[config.mk]
export PLATFORM = sky130hd
export DESIGN_NAME = sad_cfg_flat
export DESIGN_NICKNAME = d
export VERILOG_FILES = /design/src/rtl/sad_pkg.sv /design/src/rtl/sad_if.sv /design/src/rtl/sad_cfg.sv /design/src/flat_wrapper.sv
export SDC_FILE = /design/constraint.sdc
export NUM_CORES = 1
export LEC_CHECK = 0
export BUFFER_PORTS_ARGS = -buffer_cell sky130_fd_sc_hd__buf_2
export CAP_MARGIN = 10
export CORE_ASPECT_RATIO = 1.75
export CORE_MARGIN = 3
export CORE_UTILIZATION = 45
export CTS_CLUSTER_DIAMETER = 120
export DETAILED_ROUTE_END_ITERATION = 10
export GPL_ROUTABILITY_DRIVEN = 0
export PLACE_DENSITY = 0.77
export SETUP_SLACK_MARGIN = 0.15
export SYNTH_ARGS = -nofsm -noshare
export SYNTH_HDL_FRONTEND = slang
export SYNTH_SLANG_ARGS = --single-unit
[constraint.sdc]
create_clock -name clk_i -period 5.58 [get_ports clk_i]
set_input_delay 0.558 -clock clk_i [delete_from_list [all_inputs] [get_ports clk_i]]
set_output_delay 0.558 -clock clk_i [all_outputs]
set_load 0.02 [all_outputs]
[src/rtl/sad_pkg.sv]
// sad_pkg: shared field widths, command, status and register codes, and the
// configuration struct of the slot allocator with deferred free
// no dependencies
package sad_pkg;

  localparam int unsigned ADDR_W     = 64;
  localparam int unsigned CMD_W      = 2;
  localparam int unsigned FRAME_W    = 2;
  localparam int unsigned STATUS_W   = 3;
  localparam int unsigned SLOT_OUT_W = 10;
  localparam int unsigned REL_W      = 11;
  localparam int unsigned CAP_W      = 11;
  localparam int unsigned ESIZE_W    = 9;
  localparam int unsigned CFG_IDX_W  = 3;

  // reset stride in bytes
  localparam logic [ESIZE_W-1:0] ESIZE_RST = 9'd32;

  typedef enum logic [CMD_W-1:0] {
    CMD_ALLOC   = 2'd0,
    CMD_FREE    = 2'd1,
    CMD_RELEASE = 2'd2
  } cmd_e;

  typedef enum logic [STATUS_W-1:0] {
    ST_OK       = 3'd0,
    ST_FULL     = 3'd1,
    ST_BAD_ADDR = 3'd2,
    ST_EMPTY    = 3'd3,
    ST_REJECT   = 3'd4
  } status_e;

  typedef enum logic [CFG_IDX_W-1:0] {
    CFG_CAPACITY   = 3'd0,
    CFG_ENTRY_SIZE = 3'd1,
    CFG_CPU_BASE   = 3'd2,
    CFG_GPU_BASE   = 3'd3,
    CFG_VISIBLE    = 3'd4
  } cfg_idx_e;

  // configuration seen by the allocator core
  typedef struct packed {
    logic              reinit;
    logic              visible;
    logic [ESIZE_W-1:0] stride;
    logic [ADDR_W-1:0] cpu_base;
    logic [ADDR_W-1:0] gpu_base;
  } cfg_t;

endpackage

[src/rtl/sad_if.sv]


interface sad_cfg_if;
  logic                          valid;
  logic                          ready;
  logic [sad_pkg::CFG_IDX_W-1:0] index;
  logic [sad_pkg::ADDR_W-1:0]    data;

  modport source (output valid, index, data, input ready);
  modport sink   (input valid, index, data, output ready);
endinterface

[src/rtl/sad_cfg.sv]
// sad_cfg: configuration registers with capacity and stride clamping, and the
// registered byte limit of the table; depends on sad_pkg and sad_cfg_if
module sad_cfg #(
  parameter int unsigned MAX_SLOTS = 1024,
  localparam int unsigned CW = $clog2(MAX_SLOTS + 1),
  localparam int unsigned LW = CW + sad_pkg::ESIZE_W
) (
  input  logic            clk_i,
  input  logic            rst_ni,
  sad_cfg_if.sink         cfg_i,
  output sad_pkg::cfg_t   cfg_o,
  output logic [CW-1:0]   cap_o,
  output logic [LW-1:0]   limit_o
);

  localparam logic [CW-1:0] CAP_RST = CW'((MAX_SLOTS < 1024) ? MAX_SLOTS : 1024);

  logic [CW-1:0]                   cap_q, cap_d;
  logic [sad_pkg::ESIZE_W-1:0]     stride_q, stride_d;
  logic [sad_pkg::ADDR_W-1:0]      cpu_base_q, cpu_base_d;
  logic [sad_pkg::ADDR_W-1:0]      gpu_base_q, gpu_base_d;
  logic                            visible_q, visible_d;
  logic [LW-1:0]                   limit_q, limit_d;
  logic                            we;
  logic                            cap_we;
  logic [sad_pkg::CAP_W-1:0]       cap_raw;
  logic [sad_pkg::ESIZE_W-1:0]     esize_raw;

  assign cfg_i.ready = 1'b1;
  assign we          = cfg_i.valid && cfg_i.ready;
  assign cap_raw     = cfg_i.data[sad_pkg::CAP_W-1:0];
  assign esize_raw   = cfg_i.data[sad_pkg::ESIZE_W-1:0];

  // register decode, zero capacity acts as one, zero stride acts as one
  always_comb begin
    cap_d      = cap_q;
    stride_d   = stride_q;
    cpu_base_d = cpu_base_q;
    gpu_base_d = gpu_base_q;
    visible_d  = visible_q;
    cap_we     = 1'b0;
    if (we) begin
      unique case (sad_pkg::cfg_idx_e'(cfg_i.index))
        sad_pkg::CFG_CAPACITY: begin
          cap_we = 1'b1;
          if (cap_raw == '0) begin
            cap_d = CW'(1);
          end else if (32'(cap_raw) > MAX_SLOTS) begin
            cap_d = CW'(MAX_SLOTS);
          end else begin
            cap_d = CW'(cap_raw);
          end
        end
        sad_pkg::CFG_ENTRY_SIZE: begin
          stride_d = (esize_raw == '0) ? sad_pkg::ESIZE_W'(1) : esize_raw;
        end
        sad_pkg::CFG_CPU_BASE: cpu_base_d = cfg_i.data;
        sad_pkg::CFG_GPU_BASE: gpu_base_d = cfg_i.data;
        sad_pkg::CFG_VISIBLE:  visible_d  = cfg_i.data[0];
        default: ;
      endcase
    end
  end

  // table size in bytes, registered from the capacity and stride registers
  assign limit_d = LW'(cap_q) * LW'(stride_q);

  always_ff @(posedge clk_i or negedge rst_ni) begin
    if (!rst_ni) begin
      cap_q      <= CAP_RST;
      stride_q   <= sad_pkg::ESIZE_RST;
      cpu_base_q <= '0;
      gpu_base_q <= '0;
      visible_q  <= 1'b0;
      limit_q    <= LW'(CAP_RST) * LW'(sad_pkg::ESIZE_RST);
    end else begin
      cap_q      <= cap_d;
      stride_q   <= stride_d;
      cpu_base_q <= cpu_base_d;
      gpu_base_q <= gpu_base_d;
      visible_q  <= visible_d;
      limit_q    <= limit_d;
    end
  end

  assign cfg_o.reinit   = cap_we;
  assign cfg_o.visible  = visible_q;
  assign cfg_o.stride   = stride_q;
  assign cfg_o.cpu_base = cpu_base_q;
  assign cfg_o.gpu_base = gpu_base_q;
  assign cap_o          = cap_q;
  assign limit_o        = limit_q;

endmodule

[src/flat_wrapper.sv]
// flat-port wrapper written by rule: the top's interface ports become plain ports
module sad_cfg_flat 
#(
  parameter int unsigned MAX_SLOTS = 1024,
  localparam int unsigned CW = $clog2(MAX_SLOTS + 1),
  localparam int unsigned LW = CW + sad_pkg::ESIZE_W
)
  (clk_i, rst_ni, cfg_o, cap_o, limit_o, cfg_i_valid, cfg_i_index, cfg_i_data, cfg_i_ready);
  sad_cfg_if cfg_i_i ();
  input  logic clk_i;
  input  logic rst_ni;
  output sad_pkg::cfg_t cfg_o;
  output logic [CW-1:0] cap_o;
  output logic [LW-1:0] limit_o;
  input wire logic [$bits(cfg_i_i.valid)-1:0] cfg_i_valid;
  input wire logic [$bits(cfg_i_i.index)-1:0] cfg_i_index;
  input wire logic [$bits(cfg_i_i.data)-1:0] cfg_i_data;
  output wire logic [$bits(cfg_i_i.ready)-1:0] cfg_i_ready;
  assign cfg_i_i.valid = cfg_i_valid;
  assign cfg_i_i.index = cfg_i_index;
  assign cfg_i_i.data = cfg_i_data;
  assign cfg_i_ready = cfg_i_i.ready;
  sad_cfg #(.MAX_SLOTS(MAX_SLOTS)) u_core (.clk_i(clk_i), .rst_ni(rst_ni), .cfg_i(cfg_i_i), .cfg_o(cfg_o), .cap_o(cap_o), .limit_o(limit_o));
endmodule
# Yosys cells after proc, flatten, opt, wreduce, memory -nomap -nowiden

Index checks and enable logic that the tools add are counted.

Reduce and logical (&&, ||, !) cells: 8
Multiply operators: 1
$lt $le $gt $ge: 1
Muxes and demuxes: 5
Eq/ne operators: 4

Operator list:

| kind                 | number |
|---|---|
| $mux 11              | 2 |
| $mul 11x9->20        | 1 |
| $gt 11x11->1 const B | 1 |
| $logic_not 11->1     | 1 |
| $reduce_and 2->1     | 5 |
| $logic_not 9->1      | 1 |
| $mux 9               | 1 |
| $eq 3x2->1 const B   | 2 |
| $eq 3x1->1 const B   | 1 |
| $eq 3x3->1 const B   | 1 |
| $logic_not 3->1      | 1 |
| $mux 1               | 2 |

Input bits: 70
Register bits after elaboration: 169
Word-level logic and storage cells: 25
Output and inout bits: 171

# Logic depth before layout (Yosys ltp)

Gate-level depths: netlist of the first run.

Word-level depth: 3
Gate-level depth with buffers: 17
Mapped depth without buffers: 16

# Worst setup path before layout of the first run

OpenSTA, ideal clock, no wires.

Path type: register to register
From: register u_core.stride_q[5] (netlist name)
To: register u_core.limit_q[13] (netlist: u_core.limit_o[13])
Data arrival time: 4341 ps
Buffers on the path: 2
Setup time: 128 ps
Setup slack: 1111 ps
Required time: 5452 ps
Cell stages (with the launch flop): 17
Clock period less this slack: 4469 ps
Cells stage by stage: dfstp_2 -> clkbuf_1 -> nand2_1 -> fa_1 -> inv_1 -> fa_1 -> fa_1 -> inv_1 -> fa_1 -> inv_1 -> ha_1 -> buf_2 -> a21o_1 -> a21o_1 -> a41oi_1 -> mux2i_1 -> nand3_1

Word-level cells in the longest chain between the ends: 1

RTL lines:

| element                      | RTL line      | text |
|---|---|---|
| from (decl)                  | sad_cfg.sv:19 | `logic [sad_pkg::ESIZE_W-1:0] stride_q, stride_d;` |
| from (signal assigned)       | sad_cfg.sv:71 | `stride_q <= sad_pkg::ESIZE_RST;` |
| from (signal assigned)       | sad_cfg.sv:78 | `stride_q <= stride_d;` |
| $mul 11x9->20                | sad_cfg.sv:66 | `assign limit_d = LW'(cap_q) * LW'(stride_q);` |
| named net u_core.limit_d[13] | sad_cfg.sv:23 | `logic [LW-1:0] limit_q, limit_d;` |
| to (signal assigned)         | sad_cfg.sv:75 | `limit_q <= LW'(CAP_RST) * LW'(sad_pkg::ESIZE_RST);` |
| to (signal assigned)         | sad_cfg.sv:82 | `limit_q <= limit_d;` |
| to (decl)                    | sad_cfg.sv:23 |  |

The timed path passes the listed nets, and every way through them passes these cells.
A chain may end at the register's enable or synchronous reset.

# Worst setup path in the final report of the first run

From: register u_core.stride_q[3] (netlist name)
To: register u_core.limit_q[12] (netlist: u_core.limit_o[12])

The elaborated chain is that of the path after synthesis.

==> results of run 1 <==
-- layout make-up --
type / count / area (um2)
Clock buffer: 19 / 443
Clock inverter: 12 / 134
Fill cell: 1748 / 9030
Inverter: 98 / 368
Multi-Input combinational cell: 469 / 4630
Sequential cell: 169 / 4230
Tap cell: 248 / 310
Timing Repair Buffer: 242 / 1220
-- state kept, by name, indices dropped and copies added (netlist names) --
| name | cells |
|---|---|
| u_core.cpu_base_q | 64 |
| u_core.visible_q | 1 |
| u_core.stride_q | 9 |
| u_core.cap_o | 11 |
| u_core.gpu_base_q | 64 |
| u_core.limit_o | 20 |
-- cell families after synthesis --
group,after synthesis,synth area share [%]
DFF,169,45.1
and+or+nand+nor,157,8.19
muxes,138,16.5
buffers and inverters,138,5.82
adders and majority gates,104,19.0
AOI/OAI and AO/OA,59,4.47
xor gates and xnor gates,10,0.932
other,1,0.0399
-- final timing paths --
check,start,endpoint
setup / recovery,u_core.stride_q[3]$_DFFE_PN0P_,u_core.limit_o[12]$_DFF_PN0_
hold / removal,rst_ni,u_core.limit_o[5]$_DFF_PN0_
setup reg to reg,u_core.stride_q[3]$_DFFE_PN0P_,u_core.limit_o[12]$_DFF_PN0_
hold reg to reg,u_core.cpu_base_q[14]$_DFFE_PN0P_,u_core.cpu_base_q[14]$_DFFE_PN0P_
max in group asynchronous,rst_ni,u_core.gpu_base_q[9]$_DFFE_PN0P_
min in group clk_i,cfg_i_data[14],u_core.cpu_base_q[14]$_DFFE_PN0P_
-- power by group --
part           switching (mW)  internal [mW]  total [mW]
Sequential              0.218           1.53        1.75
Clock                   0.520          0.639        1.16
Combinational            1.28          0.861        2.14
Total                    2.02           3.03        5.05
-- worst max-delay path: cells and delay by family, from the launching register on --
kind,cells,cell delay [ns]
adders and majority gates,5,2.47
AOI/OAI and AO/OA,4,0.84
DFF,1,0.62
and+or+nand+nor,2,0.39
buffers and inverters,3,0.15
-- cell usage in the layout, fill, tap and decap left out, types with 10 or more instances in the layout --
cell       instances
a21o_1            10
nand2_1           72
buf_2            238
clkbuf_16         17
ha_1              40
nor2_1            12
fa_1              64
o21ai_0           10
mux2_2           134
inv_1             98
a21oi_1           11
dfrtp_1          166
and2_1            40
-- through the flow --
step                hold WS (ns)  setup slack, ns
finish                    0.0587            0.991
global route              0.0810            0.676
CTS                       0.0604             1.01
detailed placement         0.483             1.04
global placement           0.481             1.15
floorplan                  0.262             1.11
-- layer usage --
metal,up-vias,routed length (um),GRT usage (%)
met5,-,13,0
met3,30,1750,7.66
li1,2961,-,-
met1,3270,7690,20.9
met4,2,475,7.40
met2,231,12500,37.9
==> qor.yml, run 1 <==
sta:
  rsz0062_at_grt: "false"
  worst_slew_margin_rel_pct: 34.5
  setup_tns_ns: 0
  min_period_ns: 4.59
  maxSlewViolCount: 0
  period_share_pct: 82.2
  hold_viol_final: 0
  fin_skew_ns: 0.00943
  fmax_mhz: 218
  setup_viol: 0
  worst_pin_slew_ns: 0.983
routing:
  drt_iter0_markers: 202
  firstDrtPassIters: 4
  drtAntennaViolNets: 0
  wl_mm: 22.4
  drcViolationCount: 0
  vias: 6494
  via_per_inst: 5.17
  wl_per_cell_um: 17.9
synthesis:
  syn-mean-instance-area_um2: 12.1
  synth_cell_types: 51
  yosysWarnings: 0
  synth_cells: 776
  synth_top_cell_by_area: "dfrtp_1"
  synth_edf_count: 0
  synthArstFlopShare_pct: 100
  netlist_area_um2: 9400
  yosysSeqAreaShare_pct: 45.1
  synthTopCellsByCount: "dfrtp_1, mux2_2, inv_1"
  ys_ff_latch: 169
  synth_nets: 950
  yosysMostFrequentCell: "dfrtp_1"
  synth_ff_type: "dfrtp_1"
  yosys-top-cells-area: "dfrtp_1, mux2_2, fa_1, ha_1, inv_1"
  netlist.area_leader.share_pct: 44.2
pwr:
  peakVddDrop_mv: 0.392
  finalPower_mw: 5.05
  p_leak_nw: 5.82
  p_per_area_nw_per_um2: 445
finish:
  final_core_util_pct: 55.7
  drive_above_1_share_pct: 41.2
  fin_cells: 1257
  nNetsFinal: 1171
  syn_to_final_growth_pct: 20.7
  antennaDiodeCount: 0
  fin_area_um2: 11300
worst_hold_path:
  worstHoldPathType: "input pin to asynchronous set/reset pin"
die:
  start_util_pct: 46.1
  die_w_um: 115
  die-height_um: 197
  io_pins: 241
  coreArea_um2: 20400
  placementRows: 69
  die_area_um2: 22700
setup_path:
  critPathKind: "register to register"
  critPathArrivalTime_ns: 4.91
  critPathRequiredTime_ns: 5.90
  critPathMaxFanout: 13
  end_kind: "register"
  cp_common_cell: "fa_1"
  max_stage_delay_ns: 0.62
  reg2reg_depth: 14
  start_kind: "register"
  cp_slowest_cell: "dfrtp_1"
  rrSetupSlack_ns: 0.99
  cp_cell_sequence: "nand2_1 -> fa_1 -> inv_1 -> fa_1 -> fa_1 -> inv_1 -> fa_1 -> inv_1 -> ha_1 -> a21o_1 -> a31oi_2 -> a21boi_0 -> or2_0 -> o311ai_1"
place:
  place_area_um2: 10800
  post-place-cells: 1226
  io_buffers: 239
  dp_hpwl_mm: 17.4
clocking:
  clockBufferDepth: 2
  cts_tree: "built"
  h-tree-depth: 4
  clock_sinks: 169
  postCtsSetupRepairBufs: 0
  ctsHoldBuffers: 0
  cts_resized: 0
  numCtsBuffers: 17
  path_clk_slew_ns: 0.07
  insertion_delay_ns: 0.43
  cts-root-buf: "clkbuf_16"
status:
  status: "completed"
grt:
  track_usage_pct: 20.6
  antenna_found_initial: 1
  grt_pass1_vias: 7122
  grt_max_degree: 65
  grt_pass1_wl_mm: 36.2
  grt_overflow: 0
job:
  maxCapViolCount: 0
Power figures use the tool's default switching activity.
==> run 2, diff against run 1 <==
--- a/config.mk
+++ b/config.mk
@@ -5,6 +5,7 @@
 export SDC_FILE = /design/constraint.sdc
 export NUM_CORES = 1
 export LEC_CHECK = 0
+export ABC_AREA = 1
 export BUFFER_PORTS_ARGS = -buffer_cell sky130_fd_sc_hd__buf_2
 export CAP_MARGIN = 10
 export CORE_ASPECT_RATIO = 1.75
@@ -13,7 +14,7 @@
 export CTS_CLUSTER_DIAMETER = 120
 export DETAILED_ROUTE_END_ITERATION = 10
 export GPL_ROUTABILITY_DRIVEN = 0
-export PLACE_DENSITY = 0.77
+export PLACE_DENSITY = 0.78
 export SETUP_SLACK_MARGIN = 0.15
 export SYNTH_ARGS = -nofsm -noshare
 export SYNTH_HDL_FRONTEND = slang
==> constraint.sdc (replaced) <==
create_clock -name clk_i -period 4 [get_ports clk_i]
set_input_delay 0.4 -clock clk_i [delete_from_list [all_inputs] [get_ports clk_i]]
set_output_delay 0.4 -clock clk_i [all_outputs]
set_load 0.02 [all_outputs]
==> qor.yml, run 2 <==
synthesis:
  yosysSeqAreaShare_pct: 41.7
  yosys.area_share.simple_pct: 15.1
  synthArstFlopShare_pct: 100
  netlist.area_leader.share_pct: 40.9
  synthTopCellsByCount: "nand2_1, inv_1, dfrtp_1"
  syn-mean-instance-area_um2: 9.12
  yosys-top-cells-area: "dfrtp_1, fa_1, nand2_1, o21ai_2, inv_1"
  synth_cells: 1113
  synth_cell_types: 30
  ys_ff_latch: 169
  synth-xor-area-share_pct: 0.691
  synth_mux_area_share_pct: 0
  yosys.area_share.adder_pct: 17.6
  synth_top_cell_by_area: "dfrtp_1"
  synth_nets: 1287
  yosysMostFrequentCell: "nand2_1"
  synth_compound_area_share_pct: 11.9
  yosysWarnings: 0
  synth_top_family_by_area: "adder cells"
  synth_ff_type: "dfrtp_1"
  netlist_area_um2: 10100
  synth_edf_count: 0
sta:
  worst_pin_slew_ns: 0.828
  rsz0062_at_grt: "true"
  period_share_pct: 98.3
  fmax_mhz: 254
  setup_tns_ns: 0
  fin_skew_ns: 0.00344
  worst_slew_margin_rel_pct: 44.8
  hold_ws_ns: 0.00689
  min_period_ns: 3.93
  hold_viol_final: 0
  maxSlewViolCount: 0
  setup_viol: 0
grt:
  grt_pass1_wl_mm: 41.7
  grt_max_degree: 86
  grt_pass1_vias: 8490
  track_usage_pct: 21.6
  antenna_found_initial: 3
  grt_overflow: 0
setup_path:
  critPathKind: "register to register"
  rrSetupSlack_ns: 0.07
  max_stage_delay_ns: 0.67
  critPathRequiredTime_ns: 4.33
  start_kind: "register"
  cp_slowest_cell: "dfstp_2"
  reg2reg_from: "u_core.stride_q[5]$_DFFE_PN1P_"
  reg2reg_to: "u_core.limit_o[19]$_DFF_PN0_"
  critPathMaxFanout: 7
  cp-startpoint: "u_core.stride_q[5]$_DFFE_PN1P_"
  cp.buffers_inverters: 3
  critPathArrivalTime_ns: 4.26
  critical_path_cell_count: 15
  cp_top_family: "adder cells"
  cp_common_cell: "fa_1"
  cp_cell_sequence: "buf_6 -> nand2_4 -> fa_1 -> fa_1 -> inv_1 -> fa_1 -> fa_1 -> ha_4 -> nand2_1 -> inv_2 -> nand2_2 -> nor3_2 -> nand2_2 -> nand3_1 -> nand2_1"
  end_kind: "register"
  reg2reg_depth: 15
  crit_end: "u_core.limit_o[19]$_DFF_PN0_"
place:
  io_buffers: 239
  dp_hpwl_mm: 19.2
  place_area_um2: 11600
die:
  start_util_pct: 45.8
  die_area_um2: 24500
  coreArea_um2: 22200
  io_pins: 241
  placementRows: 72
  die_w_um: 120
  die-height_um: 205
finish:
  fillers: 1837
  nNetsFinal: 1557
  layout_commonest_cell: "nand2_1"
  fin_area_um2: 12900
  syn_to_final_growth_pct: 26.9
  drive_above_1_share_pct: 41.6
  antennaDiodeCount: 0
  final_core_util_pct: 58.1
  final_cell_mix: "nand2_1, buf_2, inv_1"
job:
  maxCapViolCount: 0
pwr:
  finalPower_mw: 7.25
  p_per_area_nw_per_um2: 563
  p_leak_nw: 7.42
  peakVddDrop_mv: 0.426
clocking:
  path_clk_slew_ns: 0.07
  clockBufferDepth: 2
  h-tree-depth: 4
  insertion_delay_ns: 0.44
  clock_sinks: 169
  ctsHoldBuffers: 0
  numCtsBuffers: 17
  cts_tree: "built"
  cts-root-buf: "clkbuf_16"
worst_hold_path:
  worstHoldPathType: "input pin to asynchronous set/reset pin"
routing:
  via_per_inst: 4.84
  drcViolationCount: 0
  firstDrtPassIters: 7
  wl_mm: 26.7
  drt_iter0_markers: 385
  vias: 8184
  drtAntennaViolNets: 0
  wl_per_cell_um: 15.8
status:
  status: "completed"
run 2: changes by cell type after synthesis, moves of 9 or more:
cell | before | now
inv_1 | 98 | 236
and2_1 | 40 | 0
a21o_1 | 10 | 0
mux2_2 | 134 | 0
o21ai_1 | 0 | 16
o21ai_2 | 0 | 120
nand3_1 | 6 | 22
buf_2 | 14 | 2
nand2_1 | 72 | 341
clkbuf_1 | 23 | 14
buf_6 | 0 | 28
run 2: how the worst min path moves through the flow:
stage               slack [ns]                         startpoint                                end
finish                   0.007                             rst_ni  u_core.cpu_base_q[19]$_DFFE_PN0P_
global route              0.06                             rst_ni  u_core.cpu_base_q[19]$_DFFE_PN0P_
CTS                       0.04                             rst_ni  u_core.cpu_base_q[22]$_DFFE_PN0P_
detailed placement        0.46  u_core.gpu_base_q[17]$_DFFE_PN0P_  u_core.gpu_base_q[17]$_DFFE_PN0P_
global placement          0.46  u_core.gpu_base_q[10]$_DFFE_PN0P_  u_core.gpu_base_q[10]$_DFFE_PN0P_
floorplan                 0.10                             rst_ni        u_core.cap_o[0]$_DFFE_PN0P_
run 2: kinds of logic (layout without fill, tap and decap cells):
family | Yosys count | after routing
other | 1 | 1
flip-flops | 169 | 169
AND/OR/NAND/NOR | 389 | 389
buffers and inverters | 291 | 574
XOR/XNOR | 8 | 8
AO/OA/AOI/OAI | 151 | 151
adder cells (fa/ha/maj) | 104 | 104
run 2: timing repair:
action                     4_1_cts  5_1_grt
gates resized for setup         33       88
setup endpoints to repair       11       12
pin swaps                       18       53
gates cloned                     0        0
setup buffers                   15       29
run 2: final cells by class:
| cell class | count | area (um2) | area share, % |
|---|---|---|---|
| multi-input cells | 653 | 4960 | 38.6 |
| repair buffers | 305 | 1770 | 13.7 |
| clock inverters | 14 | 186 | 1.45 |
| well taps | 296 | 370 | 2.88 |
| inverters | 237 | 893 | 6.94 |
| flip-flops and latches | 169 | 4250 | 33.0 |
| clock buffers | 18 | 439 | 3.41 |
run 2: metal layers:
metal | vias up | GRT usage, % | wire, um
li1 | 3863 | - | -
met1 | 3922 | 22.5 | 9330
met5 | - | 0 | 34
met2 | 313 | 39.1 | 14400
met3 | 80 | 6.74 | 1960
met4 | 6 | 10.2 | 1030
run 2: power breakdown:
part	switching (mW)	leakage, nW	internal (mW)
sequential	0.236	2.11	2.08
combinational	1.90	5.00	1.26
clock	0.752	0.308	1.02
total	2.89	7.42	4.36
run 2: metrics by stage:
step | std cells | setup WS [ns]
2_1_floorplan | 1113 | 0.141
3_3_place_gp | 1616 | 0.0842
3_5_place_dp | 1616 | 0.00204
4_1_cts | 1663 | 0.147
5_1_grt | 1692 | -0.0663
6_report | 1692 | 0.0666
