[config.mk]
export PLATFORM = sky130hd
export DESIGN_NAME = sad_div
export DESIGN_NICKNAME = d
export VERILOG_FILES = /design/src/rtl/sad_pkg.sv /design/src/rtl/sad_div.sv
export SDC_FILE = /design/constraint.sdc
export NUM_CORES = 1
export LEC_CHECK = 0
export BUFFER_PORTS_ARGS = -buffer_cell sky130_fd_sc_hd__buf_2
export CORE_MARGIN = 1.5
export CORE_UTILIZATION = 57
export DETAILED_ROUTE_END_ITERATION = 8
export GPL_TIMING_DRIVEN = 0
export PLACE_DENSITY = 0.8
export SYNTH_ARGS = -nofsm -noshare
export SYNTH_HDL_FRONTEND = slang
export SYNTH_SLANG_ARGS = --single-unit
[constraint.sdc]
create_clock -name clk_i -period 3.88 [get_ports clk_i]
set_input_delay 0.194 -clock clk_i [delete_from_list [all_inputs] [get_ports clk_i]]
set_output_delay 0.194 -clock clk_i [all_outputs]
set_load 0.01 [all_outputs]
[src/rtl/sad_pkg.sv]
// sad_pkg: shared field widths, command, status and register codes, and the
// configuration struct of the slot allocator with deferred free
// no dependencies
package sad_pkg;

  localparam int unsigned ADDR_W     = 64;
  localparam int unsigned CMD_W      = 2;
  localparam int unsigned FRAME_W    = 2;
  localparam int unsigned STATUS_W   = 3;
  localparam int unsigned SLOT_OUT_W = 10;
  localparam int unsigned REL_W      = 11;
  localparam int unsigned CAP_W      = 11;
  localparam int unsigned ESIZE_W    = 9;
  localparam int unsigned CFG_IDX_W  = 3;

  // reset stride in bytes
  localparam logic [ESIZE_W-1:0] ESIZE_RST = 9'd32;

  typedef enum logic [CMD_W-1:0] {
    CMD_ALLOC   = 2'd0,
    CMD_FREE    = 2'd1,
    CMD_RELEASE = 2'd2
  } cmd_e;

  typedef enum logic [STATUS_W-1:0] {
    ST_OK       = 3'd0,
    ST_FULL     = 3'd1,
    ST_BAD_ADDR = 3'd2,
    ST_EMPTY    = 3'd3,
    ST_REJECT   = 3'd4
  } status_e;

  typedef enum logic [CFG_IDX_W-1:0] {
    CFG_CAPACITY   = 3'd0,
    CFG_ENTRY_SIZE = 3'd1,
    CFG_CPU_BASE   = 3'd2,
    CFG_GPU_BASE   = 3'd3,
    CFG_VISIBLE    = 3'd4
  } cfg_idx_e;

  // configuration seen by the allocator core
  typedef struct packed {
    logic              reinit;
    logic              visible;
    logic [ESIZE_W-1:0] stride;
    logic [ADDR_W-1:0] cpu_base;
    logic [ADDR_W-1:0] gpu_base;
  } cfg_t;

endpackage

[src/rtl/sad_div.sv]
// sad_div: restoring divider, one quotient bit per cycle, that turns a byte
// offset into a slot number and a remainder; depends on sad_pkg
module sad_div #(
  parameter int unsigned SLOT_W = 10,
  parameter int unsigned DIVD_W = 20,
  localparam int unsigned CNT_W = $clog2(SLOT_W + 1)
) (
  input  logic                        clk_i,
  input  logic                        rst_ni,
  input  logic                        start_i,
  input  logic [DIVD_W-1:0]           dividend_i,
  input  logic [sad_pkg::ESIZE_W-1:0] divisor_i,
  output logic                        done_o,
  output logic [SLOT_W-1:0]           quot_o,
  output logic [sad_pkg::ESIZE_W-1:0] rem_o
);

  logic [DIVD_W-1:0] rem_q, rem_d;
  logic [DIVD_W-1:0] dvs_q, dvs_d;
  logic [SLOT_W-1:0] quot_q, quot_d;
  logic [CNT_W-1:0]  cnt_q, cnt_d;
  logic              busy_q, busy_d;
  logic              done_q, done_d;
  logic              ge;

  assign ge = (rem_q >= dvs_q);

  // the dividend is below divisor * 2^SLOT_W, so SLOT_W steps suffice
  always_comb begin
    rem_d  = rem_q;
    dvs_d  = dvs_q;
    quot_d = quot_q;
    cnt_d  = cnt_q;
    busy_d = busy_q;
    done_d = 1'b0;
    if (start_i) begin
      rem_d  = dividend_i;
      dvs_d  = DIVD_W'(divisor_i) << (SLOT_W - 1);
      quot_d = '0;
      cnt_d  = CNT_W'(SLOT_W);
      busy_d = 1'b1;
    end else if (busy_q) begin
      if (ge) begin
        rem_d = rem_q - dvs_q;
      end
      quot_d = (quot_q << 1) | SLOT_W'(ge);
      dvs_d  = dvs_q >> 1;
      cnt_d  = cnt_q - CNT_W'(1);
      if (cnt_q == CNT_W'(1)) begin
        busy_d = 1'b0;
        done_d = 1'b1;
      end
    end
  end

  always_ff @(posedge clk_i or negedge rst_ni) begin
    if (!rst_ni) begin
      rem_q  <= '0;
      dvs_q  <= '0;
      quot_q <= '0;
      cnt_q  <= '0;
      busy_q <= 1'b0;
      done_q <= 1'b0;
    end else begin
      rem_q  <= rem_d;
      dvs_q  <= dvs_d;
      quot_q <= quot_d;
      cnt_q  <= cnt_d;
      busy_q <= busy_d;
      done_q <= done_d;
    end
  end

  assign done_o = done_q;
  assign quot_o = quot_q;
  assign rem_o  = sad_pkg::ESIZE_W'(rem_q);

endmodule

**Word level (Yosys, flattened, before mapping)**

Cells that the tools add are included.

- Logic and storage cells: 29
- Register bits after elaboration: 56
- Output and inout port bits: 20
- Input bits: 32

- Bitwise operators: 1
- Multiplexer cells: 15
- Order comparisons: 1
- Reduce and logical (&&, ||, !) cells: 3
- Equal/unequal tests: 1
- $add $sub $neg: 2

Operator list:

| operator | number |
|---|---|
| 20-bit 2-to-1 mux | 5 |
| 20-bit >= comparator | 1 |
| 10-bit 2-to-1 mux | 2 |
| 20-bit subtractor | 1 |
| 10-bit by 1-bit OR with 10-bit output | 1 |
| 4-bit 2-to-1 mux | 2 |
| 1-bit 2-to-1 mux | 6 |
| 4-bit by 1-bit equality test with 1-bit output, second input constant | 1 |
| 2-bit nonzero test | 2 |
| 4-bit by 1-bit subtractor with 4-bit output, second input constant | 1 |
| 2-bit AND reduction | 1 |

**Logic depth before layout (Yosys ltp)**

Gate-level depths: netlist of the first run.

- Word-level depth: 4
- Gate-level depth with buffers: 13

**Worst setup path before layout of the first run**

Ideal clock, no wire load.

- Path kind: register -> register
- Start: register rem_q[0]
- End: register rem_q[15]
- Path buffers: 1
- Stages on the path, launching flop included: 12
- Setup slack: 1188 ps
- Setup time: 125 ps
- Clock period less this slack: 2692 ps
- Arrival time: 2567 ps
- Path through: dfrtp_1 > inv_1 > ha_1 > fa_1 > nor2b_1 > o2111ai_1 > a211oi_1 > nor4_2 > nor2_2 > buf_6 > mux2_4 > mux2_2

- Longest elaborated chain between the ends: 4
- Elaborated cells on any way between the ends: 7

RTL lines:

| item | line | RTL |
|---|---|---|
| start: declaration | sad_div.sv:18 | `logic [DIVD_W-1:0] rem_q, rem_d;` |
| start signal: assignment | sad_div.sv:65 | `rem_q <= rem_d;` |
| 20-bit subtractor | sad_div.sv:44 | `rem_d = rem_q - dvs_q;` |
| 20-bit 2-to-1 mux | sad_div.sv:43 | `if (ge) begin` |
| 20-bit 2-to-1 mux | sad_div.sv:42 | `end else if (busy_q) begin` |
| 20-bit 2-to-1 mux | sad_div.sv:36 | `if (start_i) begin` |

Several ways; a longest one is shown, not always the timed one. The select of a mux whose other input is x is not followed.
A chain may end at the register's enable or synchronous reset.

**Final worst setup path of the first run**

- Start: register rem_q[0]
- End: register rem_q[9]

Same word-level chain as after synthesis.

==> results.json, run 1 <==
{
  "drt_wl_total_um": 7735,
  "min_from": "dividend_i[12]",
  "coreArea_mm2": 0.005886,
  "hold_path_depth": 3,
  "dr.pass1.iters": 4,
  "viasPerCell": 5.560,
  "grtUsageTotal_pct": 25.47,
  "antenna_found_initial": 0,
  "post-place-ws_ns": 0.8435,
  "end_kind": "flop",
  "cp_data_arrival_time_ns": 3.28,
  "final_nets": 482,
  "clock_latency_ns": 0.33,
  "layout-drive-gt1-share_pct": 19.53,
  "syn2layout_area_growth_pct": 13.19,
  "fin_crit_ns": 3.079,
  "yosys_warnings": 0,
  "r2r_cells": 12,
  "p_leak_nw": 2.059,
  "cts_tree": "built",
  "synth_top_area_share_pct": 39.23,
  "fmax_mhz": 324.8,
  "hp-class": "input port to flop",
  "worstSetupPathDepth": 12,
  "p_total_mw": 2.886,
  "synth_seq_cells": 54,
  "grt_pass1_wl_um": 12530,
  "hold_violations": 0,
  "die_width_um": 80.74,
  "max-slew-margin-rel_pct": 52.90,
  "cp_max_fo": 10,
  "stdcell_count": 505,
  "antenna_left": 0,
  "drc": 0,
  "crit_chain": "inv_1, ha_1, fa_1, nor2b_1, o2111ai_1, a211oi_1, nor4_2, nor2_2, buf_6, buf_4, mux2i_1, o21ai_0",
  "rsz0062_at_grt": "false",
  "grt_max_degree": 55,
  "ys.flop_type": "dfrtp_1",
  "p_per_area_mw_per_mm2": 740.3,
  "cts-buffers-inserted": 5,
  "grt_pass1_vias": 2675,
  "placed_cells": 496,
  "worstHoldEndpoint": "rem_q[12]",
  "dr.first_iter.drc_count": 196,
  "insertedDiodeCount": 0,
  "yosysUniqueCellTypes": 47,
  "wl_per_cell_um": 15.32,
  "yosysSeqAreaShare_pct": 39.23,
  "final_common_cell": "dfrtp_1",
  "postCtsSetupBuffers": 0,
  "cap_violations": 0,
  "path_buf_inv": 3,
  "critPathRequiredTime_ns": 4.08,
  "setup_viol": 0,
  "finalWorstSetupSlack_ns": 0.8009,
  "final_max_slew_viol_count": 0,
  "initial_utilization_pct": 58.52,
  "overflow": 0,
  "fin_crit_sh_pct": 79.36,
  "final_cell_mix": "54 x dfrtp_1, 50 x buf_2, 39 x nand2_1",
  "fin_skew_ns": 0.009346,
  "cts_sinks": 54,
  "fin_hold_ws_ns": 0.06896,
  "worstMarginPinSlew_ns": 0.7066,
  "reg2reg_slack_ns": 0.80,
  "io_buffers": 50,
  "cp-startpoint": "rem_q[0]",
  "vdd_ir_drop_max_mv": 0.3638,
  "r2r-start": "rem_q[0]",
  "ctsLongestPathBuffers": 2,
  "rows": 28,
  "cts_root_buffer": "clkbuf_8",
  "status": "completed",
  "dp_hpwl_um": 5788,
  "place_congestion": 0.9120,
  "tns_ns": 0,
  "route.vias.total": 2808,
  "synth.avg_cell_area_um2": 9.285,
  "syn_inst": 371,
  "die-area_mm2": 0.006518,
  "rr_endpoint": "rem_q[9]",
  "start_kind": "flop",
  "synth-async-reset-ratio_pct": 100.0,
  "synth_edf_count": 0,
  "cts.clk_slew.worst_paths_ns": 0.11,
  "synth_area_leaders": "dfrtp_1 39%, mux2i_1 10%, ha_1 7.3%",
  "syn_nets": 424,
  "io_pins": 52,
  "die_h_um": 80.74,
  "crit_type": "flop to flop",
  "critPathMaxStageDelay_ns": 0.42,
  "htree_num_levels": 2,
  "synth_top_area_cell": "dfrtp_1",
  "netlist_area_mm2": 0.003445,
  "cp_top_family": "compound AO/OA/AOI/OAI gates",
  "crit_slowest_cell": "fa_1"
}
how the worst max path moves through the flow:
stage,end,slack [ns]
after floorplan,rem_q[15],1.19
after global placement,rem_q[12],0.96
final,rem_q[9],0.80
after detailed placement,rem_q[9],0.84
after CTS,rem_q[9],0.83
after global routing,rem_q[16],0.57
sequential cells by signal, summed over array words and instances, names as in the netlist:
register / count
cnt_q: 4
quot_o: 10
rem_q: 20
dvs_q: 18
busy_q: 1
done_o: 1
worst min-delay path: stages:
cell and delay, ns:
buf_2 0.08, nand2_1 0.04, o21ai_0 0.06
per-stage QoR:
| stage | instance area, um^2 | util [%] |
|---|---|---|
| detailed placement | 3789 | 64.37 |
| finish | 3899 | 66.24 |
| CTS | 3886 | 66.03 |
| floorplan | 3445 | - |
| global route | 3899 | 66.24 |
| global placement | 3789 | 64.37 |
final cells by class:
cell class	count	area, um^2
fill	533	1987
inverter	24	90.09
sequential	54	1351
tap	75	93.84
clock buffer	5	68.82
timing repair buffer	51	262.8
clock inverter	3	28.78
buffer	30	166.4
multi-input combinational	263	1837
cell families (layout without fill, tap and decap cells):
group,count (synthesis),count (layout),share of synthesized area [%]
fa+ha+maj,21,21,7.846
buf+inv,54,113,7.446
compound gates,75,75,13.08
flops,54,54,39.23
mux,46,46,13.84
xor+xnor,20,20,5.085
simple gates,101,101,13.48
Yosys cell counts (all sizes together), types with 3 or more instances:
master,count
dfrtp,54
nand2,39
mux2i,36
o21ai,33
nor2,31
inv,24
ha,20
buf,16
a21oi,15
clkbuf,14
xnor2,13
mux2,10
a21o,7
xor2,7
a31oi,5
nand3,5
nand4,4
nor2b,4
a211oi,3
nand2b,3
nor3,3
nor4,3
o31ai,3
power breakdown:
group | total [mW] | leakage, nW | switching, mW | internal (mW)
Combinational | 1.73 | 1.33 | 0.909 | 0.821
Sequential | 0.806 | 0.679 | 0.111 | 0.695
Clock | 0.350 | 0.0502 | 0.216 | 0.134
what timing repair did:
item,CTS,global route
hold buffers,0,1
endpoints found under the setup margin,0,0
endpoints found under the hold margin,0,54
resized for setup,0,0
metal layers:
metal  global-route usage (%)  vias up  routed length (um)
met2                    42.44       61                3721
met4                    5.862        0                  74
met1                    34.85     1356                3643
li1                         -     1384                   -
met5                        0        -                   0
met3                    4.382        7                 295
(Power assumes the default switching activity.)
==> run 2, diff against run 1 <==
==> constraint.sdc (replaced) <==
create_clock -name clk_i -period 3.1 [get_ports clk_i]
set_input_delay 0.155 -clock clk_i [delete_from_list [all_inputs] [get_ports clk_i]]
set_output_delay 0.155 -clock clk_i [all_outputs]
set_load 0.01 [all_outputs]
==> results.json, run 2 (synthesis gave the netlist of run 1 again) <==
{
  "die-area_mm2": 0.006518,
  "final_common_cell": "dfrtp_1",
  "rows": 28,
  "final_cell_mix": "54 x dfrtp_1, 50 x buf_2, 39 x nand2_1",
  "p_per_area_mw_per_mm2": 927.0,
  "route.vias.total": 2808,
  "largest_register_ffs": 20,
  "fin_crit_sh_pct": 94.15,
  "io_buffers": 50,
  "coreArea_mm2": 0.005886,
  "swShare_pct": 42.68,
  "antenna_left": 0,
  "drt_wl_total_um": 7757,
  "power_switching_mw": 1.551,
  "hold_violations": 0,
  "die_h_um": 80.74,
  "layout-drive-gt1-share_pct": 20.37,
  "dr.pass1.iters": 4,
  "reg2reg_slack_ns": 0.18,
  "post-place-ws_ns": 0.06348,
  "viasPerCell": 5.538,
  "r2r_cells": 12,
  "setup_viol": 0,
  "max-slew-margin-rel_pct": 52.81,
  "cp_max_fo": 10,
  "rsz0062_at_grt": "false",
  "worstMarginPinSlew_ns": 0.7078,
  "drc": 0,
  "seq_power_share_pct": 27.7,
  "critPathMaxStageDelay_ns": 0.43,
  "crit_chain": "inv_1, ha_1, fa_1, nor2b_2, o2111ai_1, a211oi_2, nor4_2, nor2_2, buf_6, buf_4, mux2i_1, o21ai_0",
  "cp-startpoint": "rem_q[0]",
  "r2r-start": "rem_q[0]",
  "p_int_mw": 2.084,
  "end_kind": "flop",
  "cts_tree": "built",
  "crit_slowest_cell": "fa_1",
  "grt_max_degree": 55,
  "fin_hold_ws_ns": 0.03315,
  "fin_crit_ns": 2.919,
  "cts_root_buffer": "clkbuf_8",
  "hp-class": "input port to flop",
  "grtUsageTotal_pct": 25.47,
  "tns_ns": 0,
  "cts_sinks": 54,
  "place_congestion": 0.9120,
  "cap_violations": 0,
  "initial_utilization_pct": 58.52,
  "cp_data_arrival_time_ns": 3.12,
  "cts.clk_slew.worst_paths_ns": 0.11,
  "final_nets": 484,
  "crit_end": "rem_q[9]",
  "rr_endpoint": "rem_q[9]",
  "finalWorstSetupSlack_ns": 0.1812,
  "overflow": 0,
  "fin_skew_ns": 0.008373,
  "htree_num_levels": 2,
  "pwr-share-clk_pct": 12.0,
  "crit_type": "flop to flop",
  "die_width_um": 80.74,
  "grt_pass1_vias": 2675,
  "clock_latency_ns": 0.32,
  "insertedDiodeCount": 0,
  "status": "completed",
  "pwr-share-comb_pct": 60.3,
  "vdd_ir_drop_max_mv": 0.4555,
  "nFillCells": 531,
  "hold_path_depth": 3,
  "final_max_slew_viol_count": 0,
  "syn2layout_area_growth_pct": 13.84,
  "regMostFlops": "rem_q",
  "dp_hpwl_um": 5788,
  "dpl_cell_area_mm2": 0.003789,
  "cts-buffers-inserted": 5,
  "ctsLongestPathBuffers": 2,
  "wl_per_cell_um": 15.30,
  "final_cell_area_mm2": 0.003921,
  "p_total_mw": 3.635,
  "io_pins": 52,
  "start_kind": "flop",
  "grt_pass1_wl_um": 12530,
  "critPathRequiredTime_ns": 3.30,
  "p_leak_nw": 2.071,
  "antenna_found_initial": 0,
  "fmax_mhz": 342.6,
  "dr.first_iter.drc_count": 193
}
run 2: worst min-delay path by stage:
stage	start	end	slack, ns
floorplan	rst_ni	busy_q	-0.14
global placement	dividend_i[9]	rem_q[9]	0.36
detailed placement	divisor_i[2]	dvs_q[11]	0.37
CTS	dividend_i[12]	rem_q[12]	0.03
global route	dividend_i[2]	rem_q[2]	0.03
finish	dividend_i[12]	rem_q[12]	0.03
run 2: layout make-up:
| class | instances | area (um^2) | share of cell area, % |
|---|---|---|---|
| Inverter | 24 | 90.09 | 2.297 |
| Tap cell | 75 | 93.84 | 2.393 |
| Sequential cell | 54 | 1351 | 34.46 |
| Buffer | 30 | 166.4 | 4.244 |
| Clock inverter | 3 | 28.78 | 0.7339 |
| Multi-Input combinational cell | 263 | 1844 | 47.03 |
| Clock buffer | 5 | 68.82 | 1.755 |
| Timing Repair Buffer | 53 | 277.8 | 7.084 |
run 2: repair_timing:
action                     in CTS  in global routing
setup endpoints to repair       0                 13
setup buffers                   0                  2
hold buffers                    0                  1
hold endpoints to repair        0                 54
resized for setup               0                  2
run 2: metrics by stage:
stage | cells | utilization (%)
4_1_cts | 504 | 66.03
3_5_place_dp | 496 | 64.37
3_3_place_gp | 496 | 64.37
5_1_grt | 507 | 66.62
6_report | 507 | 66.62
2_1_floorplan | 371 | -
run 2: layer usage:
| layer | part of all wire, % | vias to the layer above | GRT usage [%] |
|---|---|---|---|
| met5 | 0 | - | 0 |
| met4 | 0.97 | 0 | 5.862 |
| met3 | 3.7 | 6 | 4.382 |
| met2 | 48 | 68 | 42.44 |
| met1 | 47 | 1347 | 34.85 |
| li1 | - | 1387 | - |
run 2: worst max-delay path: cells and delay by family, from the launching register on:
family | cells | cell delay (ns)
buffers and inverters | 3 | 0.49
AOI/OAI and AO/OA | 3 | 0.57
adders and majority gates | 2 | 0.65
muxes | 1 | 0.23
DFF | 1 | 0.40
and+or+nand+nor | 3 | 0.46
run 2: power groups by stage:
| stage | sequential (mW) | clock, mW | combinational [mW] |
|---|---|---|---|
| finish | 1.01 | 0.435 | 2.19 |
| global route | 1.03 | 0.478 | 2.44 |
| CTS | 1.01 | 0.444 | 2.16 |
| detailed placement | 1.02 | 0 | 2.15 |
| global placement | 1.01 | 0 | 2.10 |
| floorplan | 0.981 | 0 | 1.71 |
==> run 3, diff against run 2 <==
--- a/config.mk
+++ b/config.mk
@@ -11,6 +11,7 @@
 export DETAILED_ROUTE_END_ITERATION = 8
 export GPL_TIMING_DRIVEN = 0
 export PLACE_DENSITY = 0.8
+export REMOVE_ABC_BUFFERS = 1
 export SYNTH_ARGS = -nofsm -noshare
 export SYNTH_HDL_FRONTEND = slang
 export SYNTH_SLANG_ARGS = --single-unit
==> results.json, run 3 (synthesis gave the netlist of run 1 again) <==
{
  "placed_cells": 467,
  "hold_violations": 0,
  "dr.first_iter.drc_count": 154,
  "critPathRequiredTime_ns": 3.31,
  "hp-class": "input port to flop",
  "final_max_slew_viol_count": 0,
  "r2r_cells": 10,
  "insertedDiodeCount": 0,
  "pwr-share-clk_pct": 13.6,
  "drt_wl_total_um": 7061,
  "ctsLongestPathBuffers": 2,
  "initial_utilization_pct": 58.52,
  "pwr-share-comb_pct": 59.1,
  "rsz0062_at_grt": "false",
  "fmax_mhz": 344.4,
  "fin_crit_ns": 2.904,
  "seq_power_share_pct": 27.3,
  "cts_sinks": 54,
  "fin_hold_ws_ns": 0.03503,
  "route.vias.total": 2730,
  "status": "completed",
  "htree_num_levels": 2,
  "die_h_um": 80.74,
  "final_cell_mix": "53 x dfrtp_1, 51 x buf_2, 39 x nand2_1",
  "layout-drive-gt1-share_pct": 19.51,
  "p_leak_nw": 2.004,
  "reg2reg_slack_ns": 0.20,
  "overflow": 0,
  "grtUsageTotal_pct": 22.57,
  "dp_hpwl_um": 4724,
  "cts-buffers-inserted": 5,
  "final_nets": 457,
  "final_common_cell": "dfrtp_1",
  "wl_per_cell_um": 14.71,
  "fin_crit_sh_pct": 93.68,
  "cp_data_arrival_time_ns": 3.12,
  "stdcell_count": 480,
  "crit_type": "flop to flop",
  "min_from": "divisor_i[3]",
  "die-area_mm2": 0.006518,
  "syn2layout_area_growth_pct": 10.43,
  "cts_tree": "built",
  "finalWorstSetupSlack_ns": 0.1960,
  "cp_max_fo": 5,
  "regMostFlops": "rem_q",
  "antenna_found_initial": 0,
  "fin_skew_ns": 0.01130,
  "largest_register_ffs": 20,
  "place_congestion": 0.9142,
  "p_int_mw": 2.101,
  "setup_viol": 0,
  "io_buffers": 51,
  "holdBufCountCts": 0,
  "p_per_area_mw_per_mm2": 962.7,
  "post-place-ws_ns": -0.6082,
  "io_pins": 52,
  "nFillCells": 506,
  "coreArea_mm2": 0.005886,
  "swShare_pct": 42.62,
  "fin_util_pct": 64.63,
  "rr_endpoint": "rem_q[15]",
  "rows": 28,
  "viasPerCell": 5.688,
  "tns_ns": 0,
  "dr.pass1.iters": 4,
  "grt_pass1_vias": 2596,
  "start_kind": "flop",
  "hold_path_depth": 3,
  "r2r-start": "rem_q[0]",
  "drc": 0,
  "clock_latency_ns": 0.32,
  "cap_violations": 0,
  "cts_root_buffer": "clkbuf_8",
  "vdd_ir_drop_max_mv": 0.4625,
  "grt_max_degree": 80,
  "worstMarginPinSlew_ns": 1.241,
  "end_kind": "flop",
  "worstHoldEndpoint": "dvs_q[12]",
  "cts.clk_slew.worst_paths_ns": 0.11,
  "antenna_left": 0,
  "max-slew-margin-rel_pct": 17.26,
  "power_switching_mw": 1.561,
  "grt_pass1_wl_um": 11490,
  "die_width_um": 80.74
}
[run 3: cell count changes in the layout (fill, tap and decap cells not counted), sizes merged]
| cell | before | now |
|---|---|---|
| clkbuf | 19 | 5 |
| nor2 | 31 | 33 |
| clkinv | 2 | 1 |
| buf | 68 | 54 |
| dlygate4sd3 | 1 | 0 |
| bufinv | 0 | 1 |
[run 3: layout make-up]
| class | count | area, um^2 | share of cell area (%) |
|---|---|---|---|
| Sequential cell | 54 | 1353 | 35.56 |
| Inverter | 24 | 90.09 | 2.368 |
| Tap cell | 75 | 93.84 | 2.467 |
| Multi-Input combinational cell | 265 | 1873 | 49.24 |
| Clock inverter | 3 | 47.55 | 1.250 |
| Clock buffer | 5 | 68.82 | 1.809 |
| Timing Repair Buffer | 54 | 277.8 | 7.303 |
[run 3: power by group through the flow]
stage / Combinational (mW) / Clock [mW] / Sequential [mW]
after floorplan: 1.53 / 0 / 1.02
after global placement: 1.93 / 0 / 1.00
after detailed placement: 2.00 / 0 / 1.01
after CTS: 2.05 / 0.498 / 1.00
after global routing: 2.37 / 0.526 / 1.02
final: 2.16 / 0.497 / 1.00
[run 3: worst max path at each step]
stage | from | endpoint | slack, ns | cells after the start
3_5_place_dp | rem_q[0] | rem_q[19] | -0.61 | 11
6_report | rem_q[0] | rem_q[15] | 0.20 | 10
5_1_grt | rem_q[0] | rem_q[15] | 0.06 | 10
2_1_floorplan | rem_q[0] | rem_q[10] | -0.10 | 10
3_3_place_gp | busy_q | rem_q[19] | -0.62 | 5
4_1_cts | rem_q[0] | rem_q[7] | 0.08 | 10
[run 3: through the flow]
| step | cell area (um^2) | power, mW |
|---|---|---|
| detailed placement | 3628 | 3.008 |
| finish | 3804 | 3.662 |
| floorplan | 3278 | 2.543 |
| global route | 3804 | 3.922 |
| global placement | 3627 | 2.927 |
| CTS | 3756 | 3.551 |
[run 3: layer usage]
layer  share of wire, %  global-route usage, %  vias to the layer above
met5                  0                      0                        -
met2                 48                  38.40                       72
met1                 46                  28.30                     1307
met4                1.8                  8.793                        0
li1                   -                      -                     1335
met3                4.7                  4.494                       16
[run 3: what timing repair did]
item                       in CTS  in global routing
pin swaps                       1                  1
gates resized for setup         1                  4
setup endpoints to repair      21                 13
gates cloned                    1                  1
setup buffers                   0                  3
[run 3: critical path, cell delays in order (launching register included)]
cell       delay, ns
dfrtp_1         0.38
inv_1           0.05
ha_1            0.22
fa_1            0.41
nor2b_1         0.18
o2111ai_1       0.16
a211oi_2        0.35
nor4_4          0.13
nor2_2          0.34
mux2_4          0.33
mux2_2          0.26
